## config.mk

```make
export PLATFORM = sky130hd
export DESIGN_NAME = resp_request_parser_top
export DESIGN_NICKNAME = d
export VERILOG_FILES = /design/src/hdl/rrp_pkg.sv /design/src/hdl/resp_request_parser_top.sv /design/src/hdl/rrp_core.sv
export SDC_FILE = /design/constraint.sdc
export NUM_CORES = 1
export LEC_CHECK = 0
export BUFFER_PORTS_ARGS = -buffer_cell sky130_fd_sc_hd__buf_4
export CORE_MARGIN = 5
export CORE_UTILIZATION = 50
export CTS_CLUSTER_DIAMETER = 40
export DETAILED_ROUTE_END_ITERATION = 12
export GPL_ROUTABILITY_DRIVEN = 0
export PLACE_DENSITY = 0.64
export SYNTH_ARGS = -nofsm -noshare
export SYNTH_HDL_FRONTEND = slang
export SYNTH_SLANG_ARGS = --single-unit
```

## constraint.sdc

```tcl
create_clock -name clk -period 12.4 [get_ports clk]
set_input_delay 1.86 -clock clk [delete_from_list [all_inputs] [get_ports clk]]
set_output_delay 1.86 -clock clk [all_outputs]
set_load 0.03 [all_outputs]
```

## src/hdl/rrp_pkg.sv

```systemverilog
`timescale 1ns / 1ps
// ----------------------------------------------------------------------------
// rrp_pkg: shared definitions for the request parser
// Character codes, result kinds, widths and the result record passed from the
// parse core to the output register.
// ----------------------------------------------------------------------------
package rrp_pkg;

	// Default widths for the top level parameters
	localparam int ARG_INDEX_BITS_DEF = 16;
	localparam int LENGTH_BITS_DEF    = 32;

	// Fixed port widths
	localparam int BYTE_W      = 8;
	localparam int ARG_INDEX_W = 16;

	// Number accumulator holds magnitudes up to 2^31-1
	localparam int NUM_BITS = 31;

	// Protocol characters
	localparam logic [BYTE_W-1:0] CH_STAR   = 8'h2A;
	localparam logic [BYTE_W-1:0] CH_DOLLAR = 8'h24;
	localparam logic [BYTE_W-1:0] CH_CR     = 8'h0D;
	localparam logic [BYTE_W-1:0] CH_LF     = 8'h0A;
	localparam logic [BYTE_W-1:0] CH_MINUS  = 8'h2D;
	localparam logic [BYTE_W-1:0] CH_ZERO   = 8'h30;
	localparam logic [BYTE_W-1:0] CH_NINE   = 8'h39;

	// Result kinds
	typedef enum logic [1:0] {
		KIND_PAYLOAD = 2'd0,
		KIND_ARG_END = 2'd1,
		KIND_EMPTY   = 2'd2,
		KIND_ERROR   = 2'd3
	} kind_t;

	// One result from the parse core
	typedef struct packed {
		logic                    valid;
		kind_t                   kind;
		logic [BYTE_W-1:0]       data_byte;
		logic [ARG_INDEX_W-1:0]  arg_index;
		logic                    last_arg;
	} res_t;

endpackage

```

## src/hdl/resp_request_parser_top.sv

```systemverilog
`timescale 1ns / 1ps
// A request byte lands in the input register, is parsed by the core and its
// result (if any) is registered in the output register and shown at out_valid.
// Throughput: one byte per cycle while out_ready stays high; while a result
// waits, one more byte can still be taken into the input register.
// Reset: arst_n clears the parser to idle, expecting '*', and empties both
// registers.
// ----------------------------------------------------------------------------
// resp_request_parser_top: byte-serial request parser
// Input register, parse core, and output register with valid/ready on both
// sides.
// ----------------------------------------------------------------------------
module resp_request_parser_top
	import rrp_pkg::*;
#(
	parameter int ARG_INDEX_BITS = ARG_INDEX_BITS_DEF,
	parameter int LENGTH_BITS    = LENGTH_BITS_DEF
) (
	input  logic                   clk,
	input  logic                   arst_n,
	input  logic                   in_valid,
	output logic                   in_ready,
	input  logic [BYTE_W-1:0]      in_byte,
	output logic                   out_valid,
	input  logic                   out_ready,
	output logic [1:0]             kind,
	output logic [BYTE_W-1:0]      data_byte,
	output logic [ARG_INDEX_W-1:0] arg_index,
	output logic                   last_arg
);

	logic              valid_s1;
	logic [BYTE_W-1:0] byte_s1;
	logic              step;
	res_t              res;
	res_t              res_s2;

	// Byte advances once the output slot is free or being drained
	assign step     = valid_s1 && (!res_s2.valid || out_ready);
	assign in_ready = !valid_s1 || step;

	// Input register
	always_ff @(posedge clk or negedge arst_n) begin
		if (!arst_n) begin
			valid_s1 <= 1'b0;
		end else if (in_ready) begin
			valid_s1 <= in_valid;
		end
	end

	always_ff @(posedge clk) begin
		if (in_ready && in_valid) begin
			byte_s1 <= in_byte;
		end
	end

	rrp_core #(
		.ARG_INDEX_BITS(ARG_INDEX_BITS),
		.LENGTH_BITS   (LENGTH_BITS)
	) u_core (
		.clk    (clk),
		.arst_n (arst_n),
		.step   (step),
		.in_byte(byte_s1),
		.res    (res)
	);

	// Output register
	always_ff @(posedge clk or negedge arst_n) begin
		if (!arst_n) begin
			res_s2 <= '0;
		end else if (step) begin
			res_s2 <= res;
		end else if (out_ready) begin
			res_s2.valid <= 1'b0;
		end
	end

	assign out_valid = res_s2.valid;
	assign kind      = res_s2.kind;
	assign data_byte = res_s2.data_byte;
	assign arg_index = res_s2.arg_index;
	assign last_arg  = res_s2.last_arg;

endmodule

```

## src/hdl/rrp_core.sv

```systemverilog
`timescale 1ns / 1ps
// ----------------------------------------------------------------------------
// rrp_core: request parse state machine
// Holds the parse phase, number accumulator and argument/byte counters.
// Decodes one registered byte per step and presents at most one result.
// ----------------------------------------------------------------------------
module rrp_core
	import rrp_pkg::*;
#(
	parameter int ARG_INDEX_BITS = ARG_INDEX_BITS_DEF,
	parameter int LENGTH_BITS    = LENGTH_BITS_DEF
) (
	input  logic              clk,
	input  logic              arst_n,
	input  logic              step,
	input  logic [BYTE_W-1:0] in_byte,
	output res_t              res
);

	typedef enum logic [3:0] {
		PH_IDLE      = 4'd0,
		PH_CNT_NUM   = 4'd1,
		PH_CNT_LF    = 4'd2,
		PH_LEN_START = 4'd3,
		PH_LEN_NUM   = 4'd4,
		PH_LEN_LF    = 4'd5,
		PH_PAYLOAD   = 4'd6,
		PH_PAY_CR    = 4'd7,
		PH_PAY_LF    = 4'd8
	} phase_t;

	phase_t                    phase_q, phase_d;
	logic [NUM_BITS-1:0]       acc_q, acc_d;
	logic                      neg_q, neg_d;
	logic                      saw_q, saw_d;
	logic [ARG_INDEX_BITS-1:0] expected_q, expected_d;
	logic [ARG_INDEX_BITS-1:0] done_q, done_d;
	logic [LENGTH_BITS-1:0]    left_q, left_d;

	// Number decode: acc*10 + digit with overflow check
	logic                  is_digit;
	logic [NUM_BITS+3:0]   acc10;
	logic                  num_ovf;
	logic                  cnt_ovf;
	logic                  len_ovf;
	logic [NUM_BITS-1:0]   acc_cnt_hi;
	logic [NUM_BITS-1:0]   acc_len_hi;
	logic [ARG_INDEX_BITS:0] done_inc;
	logic                  is_last;
	logic [LENGTH_BITS-1:0] left_dec;

	assign is_digit   = (in_byte >= CH_ZERO) && (in_byte <= CH_NINE);
	assign acc10      = {1'b0, acc_q, 3'b000} + {3'b000, acc_q, 1'b0}
	                    + {{(NUM_BITS){1'b0}}, in_byte[3:0]};
	assign num_ovf    = |acc10[NUM_BITS+3:NUM_BITS];
	assign acc_cnt_hi = acc_q >> ARG_INDEX_BITS;
	assign acc_len_hi = acc_q >> LENGTH_BITS;
	assign cnt_ovf    = |acc_cnt_hi;
	assign len_ovf    = |acc_len_hi;
	assign done_inc   = {1'b0, done_q} + {{ARG_INDEX_BITS{1'b0}}, 1'b1};
	assign is_last    = done_inc >= {1'b0, expected_q};
	assign left_dec   = left_q - {{(LENGTH_BITS-1){1'b0}}, 1'b1};

	// Next state and result
	always_comb begin
		logic fail;
		fail       = 1'b0;
		phase_d    = phase_q;
		acc_d      = acc_q;
		neg_d      = neg_q;
		saw_d      = saw_q;
		expected_d = expected_q;
		done_d     = done_q;
		left_d     = left_q;
		res        = '0;
		res.kind   = KIND_PAYLOAD;

		unique case (phase_q)
			PH_CNT_NUM, PH_LEN_NUM: begin
				if (in_byte == CH_MINUS && !neg_q && !saw_q) begin
					neg_d = 1'b1;
				end else if (is_digit) begin
					if (num_ovf) begin
						fail = 1'b1;
					end else begin
						acc_d = acc10[NUM_BITS-1:0];
						saw_d = 1'b1;
					end
				end else if (in_byte == CH_CR && saw_q) begin
					phase_d = (phase_q == PH_CNT_NUM) ? PH_CNT_LF : PH_LEN_LF;
				end else begin
					fail = 1'b1;
				end
			end
			PH_CNT_LF: begin
				if (in_byte != CH_LF) begin
					fail = 1'b1;
				end else if (neg_q || acc_q == '0) begin
					// count of zero or minus one: empty request
					if (acc_q > NUM_BITS'(1)) begin
						fail = 1'b1;
					end else begin
						phase_d    = PH_IDLE;
						acc_d      = '0;
						neg_d      = 1'b0;
						saw_d      = 1'b0;
						expected_d = '0;
						done_d     = '0;
						left_d     = '0;
						res.valid  = 1'b1;
						res.kind   = KIND_EMPTY;
					end
				end else if (cnt_ovf) begin
					fail = 1'b1;
				end else begin
					expected_d = acc_q[ARG_INDEX_BITS-1:0];
					done_d     = '0;
					phase_d    = PH_LEN_START;
				end
			end
			PH_LEN_START: begin
				if (in_byte != CH_DOLLAR) begin
					fail = 1'b1;
				end else begin
					acc_d   = '0;
					neg_d   = 1'b0;
					saw_d   = 1'b0;
					phase_d = PH_LEN_NUM;
				end
			end
			PH_LEN_LF: begin
				if (in_byte != CH_LF || (neg_q && acc_q != '0) || len_ovf) begin
					fail = 1'b1;
				end else begin
					left_d  = LENGTH_BITS'(acc_q);
					phase_d = (acc_q == '0) ? PH_PAY_CR : PH_PAYLOAD;
				end
			end
			PH_PAYLOAD: begin
				left_d = left_dec;
				if (left_dec == '0) begin
					phase_d = PH_PAY_CR;
				end
				res.valid     = 1'b1;
				res.kind      = KIND_PAYLOAD;
				res.data_byte = in_byte;
				res.arg_index = ARG_INDEX_W'(done_q);
			end
			PH_PAY_CR: begin
				if (in_byte != CH_CR) begin
					fail = 1'b1;
				end else begin
					phase_d = PH_PAY_LF;
				end
			end
			PH_PAY_LF: begin
				if (in_byte != CH_LF) begin
					fail = 1'b1;
				end else begin
					if (is_last) begin
						phase_d    = PH_IDLE;
						acc_d      = '0;
						neg_d      = 1'b0;
						saw_d      = 1'b0;
						expected_d = '0;
						done_d     = '0;
						left_d     = '0;
					end else begin
						done_d  = done_inc[ARG_INDEX_BITS-1:0];
						phase_d = PH_LEN_START;
					end
					res.valid     = 1'b1;
					res.kind      = KIND_ARG_END;
					res.arg_index = ARG_INDEX_W'(done_q);
					res.last_arg  = is_last;
				end
			end
			default: begin
				// idle, and any unused phase code
				if (in_byte != CH_STAR) begin
					fail   = 1'b1;
					done_d = '0;
				end else begin
					phase_d    = PH_CNT_NUM;
					acc_d      = '0;
					neg_d      = 1'b0;
					saw_d      = 1'b0;
					expected_d = '0;
					done_d     = '0;
					left_d     = '0;
				end
			end
		endcase

		// Protocol error: report completed argument count, return to idle
		if (fail) begin
			res           = '0;
			res.valid     = 1'b1;
			res.kind      = KIND_ERROR;
			res.arg_index = (phase_q == PH_IDLE) ? '0 : ARG_INDEX_W'(done_q);
			phase_d       = PH_IDLE;
			acc_d         = '0;
			neg_d         = 1'b0;
			saw_d         = 1'b0;
			expected_d    = '0;
			done_d        = '0;
			left_d        = '0;
		end
	end

	// Parse state registers
	always_ff @(posedge clk or negedge arst_n) begin
		if (!arst_n) begin
			phase_q    <= PH_IDLE;
			acc_q      <= '0;
			neg_q      <= 1'b0;
			saw_q      <= 1'b0;
			expected_q <= '0;
			done_q     <= '0;
			left_q     <= '0;
		end else if (step) begin
			phase_q    <= phase_d;
			acc_q      <= acc_d;
			neg_q      <= neg_d;
			saw_q      <= saw_d;
			expected_q <= expected_d;
			done_q     <= done_d;
			left_q     <= left_d;
		end
	end

endmodule

```

# Yosys cells after proc, flatten, opt, wreduce, memory -nomap -nowiden
# Cells that the tools add are included.
[word_totals] reg_bits=138 input_bits=12 out_inout_bits=29
[op_classes] addsub=4 magnitude_cmp=4 eq_ne=38 n_mux=97 n_reduce_logical=32
[ops] cell="$mux W31" n=11
[ops] cell="$mux W32" n=8
[ops] cell="$mux W16" n=15
[ops] cell="$pmux W32 S5" n=1
[ops] cell="$pmux W31 S5" n=1
[ops] cell="$pmux W16 S3" n=2
[ops] cell="$mux W4" n=14
[ops] cell="$add A34 B32 Y35" n=1
[ops] cell="$add A35 B4 Y35" n=1
[ops] cell="$logic_not A32 Y1" n=1
[ops] cell="$pmux W16 S2" n=1
[ops] cell="$sub A32 B1 Y32 const B" n=1
[ops] cell="$gt A31 B1 Y1 const B" n=1
[ops] cell="$logic_not A31 Y1" n=1
[ops] cell="$reduce_bool A31 Y1" n=1
[ops] cell="$mux W1" n=30
[ops] cell="$mux W28" n=1
[ops] cell="$pmux W4 S7" n=1
[ops] cell="$ne A3 B3 Y1 const B" n=9
[ops] cell="$ne A3 B1 Y1 const B" n=6
[ops] cell="$add A16 B1 Y17 const B" n=1
[ops] cell="$ge A17 B16 Y1" n=1
[ops] cell="$mux W17" n=1
[ops] cell="$eq A4 B3 Y1 const B" n=4
[ops] cell="35 further kinds" n=61

# Longest topological paths before layout
# Gate-level depths: netlist (run 1).
[depth] word_depth=9 ltp_mapped=21 depth_no_buf=18

# Hierarchy
# A second synthesis (run 1) with hierarchy kept.
[unflattened] cells_unflattened=1090 area_unflattened_um2=9873.2
[modules_own_cells] module="rrp_core" n_inst=1 cells_each=1016 area_per_inst_um2=8453.1 seq_area_each_um2=2527.4
[modules_own_cells] module="resp_request_parser_top" n_inst=1 cells_each=74 area_per_inst_um2=1420.1 seq_area_each_um2=965.9

# Worst setup path before layout (run 1)
# No wires, ideal clock.
[synth_timing] kind="flip-flop to flip-flop" from="register byte_s1[3]" to="register res_s2, in the netlist arg_index[12]" setup_time_ps=120 arrival_time_ps=3948 t_required_ps=12280 slack_ps=8332 stages_incl_launch_ff=16 n_path_buf=2 cell_sequence="edfxtp_1 > clkbuf_1 > inv_1 > fa_1 > inv_1 > ha_1 > a211oi_1 > o21ai_0 > and3_1 > o211a_1 > or3_4 > a221oi_4 > o211ai_4 > a2111oi_4 > buf_6 > nor3_2"
[synth_via] elab_chain_cells=7 elab_cells_between_ends=29 classes_between="1 x add/sub; 2 x order compare; 6 x eq/ne; 14 x mux; 6 x reduce/logical"
[synth_rtl] item="from (decl)" line_no="resp_request_parser_top.sv:33" rtl="logic [BYTE_W-1:0] byte_s1;"
[synth_rtl] item="from (signal assigned)" line_no="resp_request_parser_top.sv:53" rtl="byte_s1 <= in_byte;"
[synth_rtl] item="$add A35 B4 Y35 / $eq A8 B4 Y1 (equally long branches)" line_no="rrp_core.sv:54, rrp_core.sv:89"
[synth_rtl] item="$reduce_or A4 Y1 / $logic_and A1 B1 Y1 (equally long branches)" line_no="rrp_core.sv:55, rrp_core.sv:89"
[synth_rtl] item="$mux W1, on equally long branches" line_no="rrp_core.sv:83, rrp_core.sv:89"
[synth_rtl] item="$mux W1" line_no="rrp_core.sv:82" rtl="end else if (is_digit) begin"
[synth_rtl] item="$mux W1" line_no="rrp_core.sv:80" rtl="if (in_byte == CH_MINUS && !neg_q && !saw_q) begin"
[synth_rtl] item="$pmux W1 S7" line_no="rrp_core.sv:78" rtl="unique case (phase_q)"
[synth_rtl] item="$mux W28 (*)" line_no="rrp_core.sv:196" rtl="if (fail) begin"
[synth_rtl] item="to (signal assigned)" line_no="resp_request_parser_top.sv:73" rtl="res_s2 <= res;"
[synth_rtl] item="to (decl)" line_no="resp_request_parser_top.sv:36" rtl="res_t res_s2;"
# Mark *: on every way between the ends. The rest lies on a longest branch, timed or not.
# A chain may end at the register's enable or synchronous reset.

# Worst setup path after layout (run 1)
[layout_timing] from="register u_core.done_q[0]" to="register u_core.left_q[26]"
[layout_via] elab_chain_cells=4
[layout_rtl] item="from (decl)" line_no="rrp_core.sv:37" rtl="logic [ARG_INDEX_BITS-1:0] done_q, done_d;"
[layout_rtl] item="from (signal assigned)" line_no="rrp_core.sv:227" rtl="done_q <= done_d;"
[layout_rtl] item="$add A16 B1 Y17" line_no="rrp_core.sv:60" rtl="assign done_inc = {1'b0, done_q} + {{ARG_INDEX_BITS{1'b0}}, 1'b1};"
[layout_rtl] item="$ge A17 B16 Y1" line_no="rrp_core.sv:61" rtl="assign is_last = done_inc >= {1'b0, expected_q};"
[layout_rtl] item="$ne A3 B1 Y1 (no source line)"
[layout_rtl] item="$reduce_and A9 Y1 (no source line)"
[layout_rtl] item="to (signal assigned)" line_no="rrp_core.sv:228" rtl="left_q <= left_d;"
[layout_rtl] item="to (decl)" line_no="rrp_core.sv:38" rtl="logic [LENGTH_BITS-1:0] left_q, left_d;"
# Every way passes these cells.

==> run_results.csv, run 1 <==
group,metric,value,unit
status,status,"complete, no violations",
drt,drtIter0Drc,694,
drt,routed_wl,29580,µm
floorplanning,fp.dieH,152.5,µm
layout,area_growth,9.965,%
power_and_ir_drop,finalPower,1063,µW
yosys,synthFlopType,"dfrtp_1",
timing,post-route-min-period,5056,ps
timing,hold_viol_final,0,
timing,clock_skew,13.37,ps
floorplanning,num_rows,52,
clocking,clk_latency,440,ps
yosys,seq_area_frac_synth,0.3443,
layout,n_antenna_cell,0,
global_route,grt_pass1_vias,8894,
worst_setup_path,start_kind,"register",
floorplanning,boundaryPins,41,
worst_setup_path,critPathKind,"register to register",
global_route,grt_usage,0.2530,
place,dpl_cell_area,0.01058,mm²
layout,nNetsFinal,1220,
global_route,grt-ovfl-total,0,
drt,drt_pass1_iterations,5,
timing,fin_crit_sh,0.4077,
timing,max_freq,197.8,MHz
layout,fin_util,0.5550,
yosys,postSynthAreaPerCell,8.995,µm²
timing,timing.setup.tns,0,ps
drt,drc_errors,0,
power_and_ir_drop,p_leak,0.005083,µW
place,dp_hpwl,21000,µm
clocking,postCtsSetupBuffers,0,
worst_hold_path,hold_class,"register to register",
power_and_ir_drop,p_per_area,95.26,mW/mm²
worst_setup_path,worstPathMaxFanout,31,
place,dpl_worst_slack,7432,ps
timing,worst_slew_pin_slew,1258,ps
worst_setup_path,cp.arrival,5380,ps
clocking,htree_levels,4,
floorplanning,die_area,0.02324,mm²
global_route,antenna_found_initial,0,
yosys,yosys.cell_types.count,83,
timing,setup_viol,0,
place,io_buffers,40,
yosys,synth_edf_count,8,
power_and_ir_drop,peakVddDrop,0.00009755,V
timing,fin_ws,7344,ps
layout,stdcell_area,0.01116,mm²
global_route,grt_pass1_wl,48290,µm
drt,vias,9204,
layout,mostFrequentLayoutCell,"dfrtp_1",
run,maxCapViolations,0,
layout,drive_gt1_frac,0.1080,
yosys,ys_ff_latch,138,
clocking,clock-root-buffer,"clkbuf_16",
yosys,ys_warn_count,0,
clocking,cts_sinks,138,
drt,viasPerCell,6.532,
clocking,cts_buffers,17,
drt,antenna_left,0,
floorplanning,start_util,0.5047,
yosys,synthCells,1128,
global_route,grt_max_degree,70,
yosys,synth_area,0.01015,mm²
yosys,synthArstFlopShare,0.9420,
timing,rsz0062_at_grt,"false",
worst_setup_path,endpoint_kind,"register",
clocking,cts_resized,0,
timing,finalMaxSlewViolations,0,
worst_setup_path,critPathRequiredTime,12720,ps
yosys,syn_nets,1222,
layout,mostFrequentLayoutCells,"dfrtp_1, nor2_1, ha_1, nand2_1, a21oi_1",
timing,relSlewSlack,0.1612,
drt,wl_per_cell,20.99,µm
clocking,clkTransAtPathRegs,70,ps
clocking,cts_max_path_buffers,2,
clocking,cts_tree,"yes",
floorplanning,core,0.02010,mm²
clocking,cts_hold_buffers,0,
floorplanning,fp.dieW,152.5,µm
==> state kept, by name, summed over array words and instances (netlist names) <==
register / cells
last_arg: 1
u_core.saw_q: 1
u_core.expected_q: 16
u_core.acc_q: 31
arg_index: 16
kind: 2
out_valid: 1
u_core.done_q: 16
u_core.left_q: 32
data_byte: 8
u_core.neg_q: 1
u_core.phase_q: 4
valid_s1: 1
byte_s1: 8
==> critical path, cell delays in order (launching register included) <==
cell and delay [ps]:
dfrtp_1 490, ha_1 310, nand3_1 200, nor2_1 270, nand4_1 170, or3_1 350
xor2_1 190, inv_1 80, ha_1 310, a21oi_1 150, o21a_1 160, a21o_1 110
a31oi_1 40, o21ai_0 450, nand3_1 280, o31a_1 200, buf_4 240, o21ai_2 160
buf_4 380, mux2_2 380
==> logic make-up (layout without fill, tap and decap cells) <==
logic type	after synthesis	in the layout	share of synthesized area
flops	138	138	0.3443
buf+inv	119	130	0.04711
fa+ha+maj	82	82	0.1026
compound gates	362	362	0.2681
simple gates	373	373	0.1904
xor+xnor	48	48	0.04144
mux	6	6	0.006043
==> cells in the mapped netlist (6+ instances only) <==
library cell  number  area (µm²)
dfrtp_1          130        3253
nor2_1            93       349.1
ha_1              80        1001
nand2_1           75       281.5
a21oi_1           67       335.3
clkbuf_1          54       202.7
o21ai_0           51       255.2
nor3_1            48       240.2
inv_1             47       176.4
o2bb2ai_1         35       306.5
a32o_1            31       310.3
nand3_1           30       150.1
xnor2_1           28       245.2
a22o_1            25       219.0
nand4_1           22       137.6
nor4_1            21       131.4
xor2_1            20       175.2
o211ai_1          15       112.6
a32oi_1           13       113.9
buf_2             13       65.06
nand2b_1          12       75.07
nor3_2            12       120.1
o221ai_1          11       96.34
o31ai_1           11       82.58
a21o_1            10       75.07
a211oi_1           9       67.56
a22oi_1            9       67.56
a31oi_1            8       50.05
and2_1             8       50.05
edfxtp_1           8       240.2
or3_1              8       50.05
nor2b_1            7       43.79
o21a_1             7       52.55
a211o_1            6       52.55
nand4b_1           6       52.55
o2111ai_1          6       52.55
==> routing by layer <==
layer	vias to the layer above	global-route usage	wire length (µm)
met5	-	0	0
met4	0	0.08401	849
met3	68	0.04970	1870
met2	346	0.3859	13170
met1	4478	0.3629	13690
li1	4312	-	-
==> power by group <==
| part | leakage [µW] | total (µW) | internal [µW] | switching (µW) |
|---|---|---|---|---|
| clock network | 0.000279 | 498 | 267 | 231 |
| registers | 0.00187 | 469 | 463 | 6.25 |
| logic | 0.00294 | 94.8 | 27.3 | 67.6 |
| total | 0.00508 | 1060 | 758 | 305 |
==> area by class of cell <==
type,count,area [µm²]
Multi-Input combinational cell,871,6190
Clock inverter,15,147.6
Sequential cell,138,3493
Clock buffer,17,425.4
Inverter,47,176.4
Fill cell,1857,8947
Timing Repair Buffer,51,386.6
Tap cell,270,337.8
==> through the flow <==
step / hold slack, ps / std cells
floorplan: 470.1 / 1128
global placement: 469.2 / 1377
detailed placement: 477.5 / 1377
CTS: 491.3 / 1409
global route: 524.6 / 1409
finish: 481.9 / 1409
==> path summary, 6_finish.rpt <==
check	from	to	slack, ps	cells after the start
setup reg to reg	u_core.done_q[0]	u_core.left_q[26]	7340	19
hold reg to reg	kind[1]	kind[1]	480	2
hold / removal	kind[1]	kind[1]	480	2
max in group asynchronous	arst_n	u_core.left_q[24]	9710	2
setup / recovery	u_core.done_q[0]	u_core.left_q[26]	7340	19
min in group asynchronous	arst_n	arg_index[3]	1400	1
Power figures use the tool's default switching activity.
==> inputs of run 2 (changes only) <==
==> constraint.sdc (replaced) <==
create_clock -name clk -period 5 [get_ports clk]
set_input_delay 0.75 -clock clk [delete_from_list [all_inputs] [get_ports clk]]
set_output_delay 0.75 -clock clk [all_outputs]
set_load 0.03 [all_outputs]
==> run_results.csv, run 2 (synthesized netlist as in run 1, its figures left out) <==
group,metric,value,unit
clocking,cts_hold_buffers,0,
drt,viasPerCell,6.528,
place,dpl_cell_area,0.01072,mm²
run,maxCapViolations,0,
floorplanning,fp.dieH,152.5,µm
timing,worst_slew_pin_slew,988.6,ps
worst_setup_path,critPathKind,"register to register",
status,status,"complete, no violations",
drt,antenna_left,0,
timing,clock_skew,13.66,ps
global_route,grt_pass1_wl,48790,µm
drt,drt_pass1_iterations,7,
drt,vias,9316,
power_and_ir_drop,power.internal,1913,µW
worst_setup_path,critPathRequiredTime,5310,ps
clocking,cts_max_path_buffers,2,
floorplanning,fp.dieW,152.5,µm
global_route,grt_max_degree,107,
layout,biggestRegsByFlops,"u_core.left_q (32), u_core.acc_q (31)",
clocking,clock-root-buffer,"clkbuf_16",
place,dpl_worst_slack,435.7,ps
power_and_ir_drop,clkPwrFrac,0.475,
layout,nNetsFinal,1238,
drt,wl_per_cell,21.24,µm
floorplanning,boundaryPins,41,
timing,rsz0062_at_grt,"false",
timing,fin_crit_sh,0.9287,
power_and_ir_drop,pwr-share-comb,0.091,
power_and_ir_drop,switching_share,0.2865,
clocking,clk_latency,430,ps
worst_setup_path,start_kind,"register",
global_route,grt_usage,0.2555,
clocking,cts_resized,0,
clocking,cts_tree,"yes",
clocking,htree_levels,4,
place,dp_hpwl,21760,µm
clocking,clkTransAtPathRegs,70,ps
layout,drive_gt1_frac,0.1219,
layout,n_antenna_cell,0,
worst_setup_path,cp.arrival,4950,ps
floorplanning,die_area,0.02324,mm²
global_route,grt_pass1_vias,8844,
drt,drc_errors,0,
timing,max_freq,215.3,MHz
drt,drtIter0Drc,792,
layout,top_register,"u_core.left_q",
power_and_ir_drop,p_sw,768.3,µW
layout,mostFrequentLayoutCells,"dfrtp_1, nor2_1, ha_1, nand2_1, buf_4",
global_route,grt-ovfl-total,0,
timing,fin_ws,356.3,ps
layout,mostFrequentLayoutCell,"dfrtp_1",
worst_hold_path,hold_class,"input port to async pin",
power_and_ir_drop,p_leak,0.005180,µW
timing,finalMaxSlewViolations,0,
timing,relSlewSlack,0.3402,
timing,holdWs,444.4,ps
clocking,cts_buffers,17,
floorplanning,num_rows,52,
layout,area_growth,11.43,%
timing,setup_viol,0,
drt,routed_wl,30310,µm
floorplanning,start_util,0.5047,
floorplanning,core,0.02010,mm²
place,io_buffers,40,
worst_setup_path,worstPathMaxFanout,22,
clocking,postCtsSetupBuffers,0,
layout,largest_register_ffs,32,
global_route,antenna_found_initial,0,
worst_setup_path,endpoint_kind,"register",
layout,stdcell_area,0.01131,mm²
clocking,cts_sinks,138,
power_and_ir_drop,seq_power_share,0.434,
power_and_ir_drop,peakVddDrop,0.0002025,V
power_and_ir_drop,p_per_area,237.2,mW/mm²
timing,hold_viol_final,0,
timing,timing.setup.tns,0,ps
timing,post-route-min-period,4644,ps
## run 2: worst paths after layout
check	start	to	slack [ps]	cells past startpoint
setup / recovery	byte_s1[3]	u_core.expected_q[9]	360	12
hold / removal	arst_n	arg_index[3]	440	1
setup reg to reg	byte_s1[3]	u_core.expected_q[9]	360	12
hold reg to reg	kind[1]	kind[1]	490	2
max in group asynchronous	arst_n	u_core.phase_q[3]	3570	2
min in group clk	kind[1]	kind[1]	490	2
## run 2: stage by stage
step | utilization | total power [µW] | cells
floorplan | - | 1329 | 1128
global placement | 0.5332 | 1428 | 1395
detailed placement | 0.5332 | 1431 | 1395
CTS | 0.5624 | 2708 | 1427
global route | 0.5624 | 2772 | 1427
finish | 0.5624 | 2682 | 1427
## run 2: worst max-delay path: stages, from the launching register on
cell,delay (ps)
edfxtp_1,480
inv_1,100
fa_1,550
fa_1,480
nand2b_1,180
a21oi_1,210
o21ai_0,270
o221ai_1,460
a41o_1,270
o21ai_1,140
a31oi_4,700
o21ai_2,360
a22o_1,330
## run 2: power groups by stage
stage                     logic, µW  clock network (µW)  registers, µW
after global routing            265                1340           1170
after detailed placement        245                   0           1190
after floorplan                 112                   0           1220
after global placement          242                   0           1190
after CTS                       245                1300           1160
final                           243                1270           1160
## run 2: cell type report
class | instances | area (µm²)
fillers | 1818 | 8798
multi-input cells | 871 | 6190
flip-flops and latches | 138 | 3493
repair buffers | 69 | 521.8
clock buffers | 18 | 450.4
well taps | 270 | 337.8
inverters | 47 | 176.4
clock inverters | 14 | 136.4
## run 2: routing by layer
layer / GRT usage / share of wire / wire [µm] / vias to the layer above
met5: 0 / 0 / 0 / -
met3: 0.05652 / 0.079 / 2403 / 57
met2: 0.3827 / 0.44 / 13410 / 400
met4: 0.09291 / 0.030 / 908 / 0
li1: - / - / - / 4351
met1: 0.3644 / 0.45 / 13590 / 4508
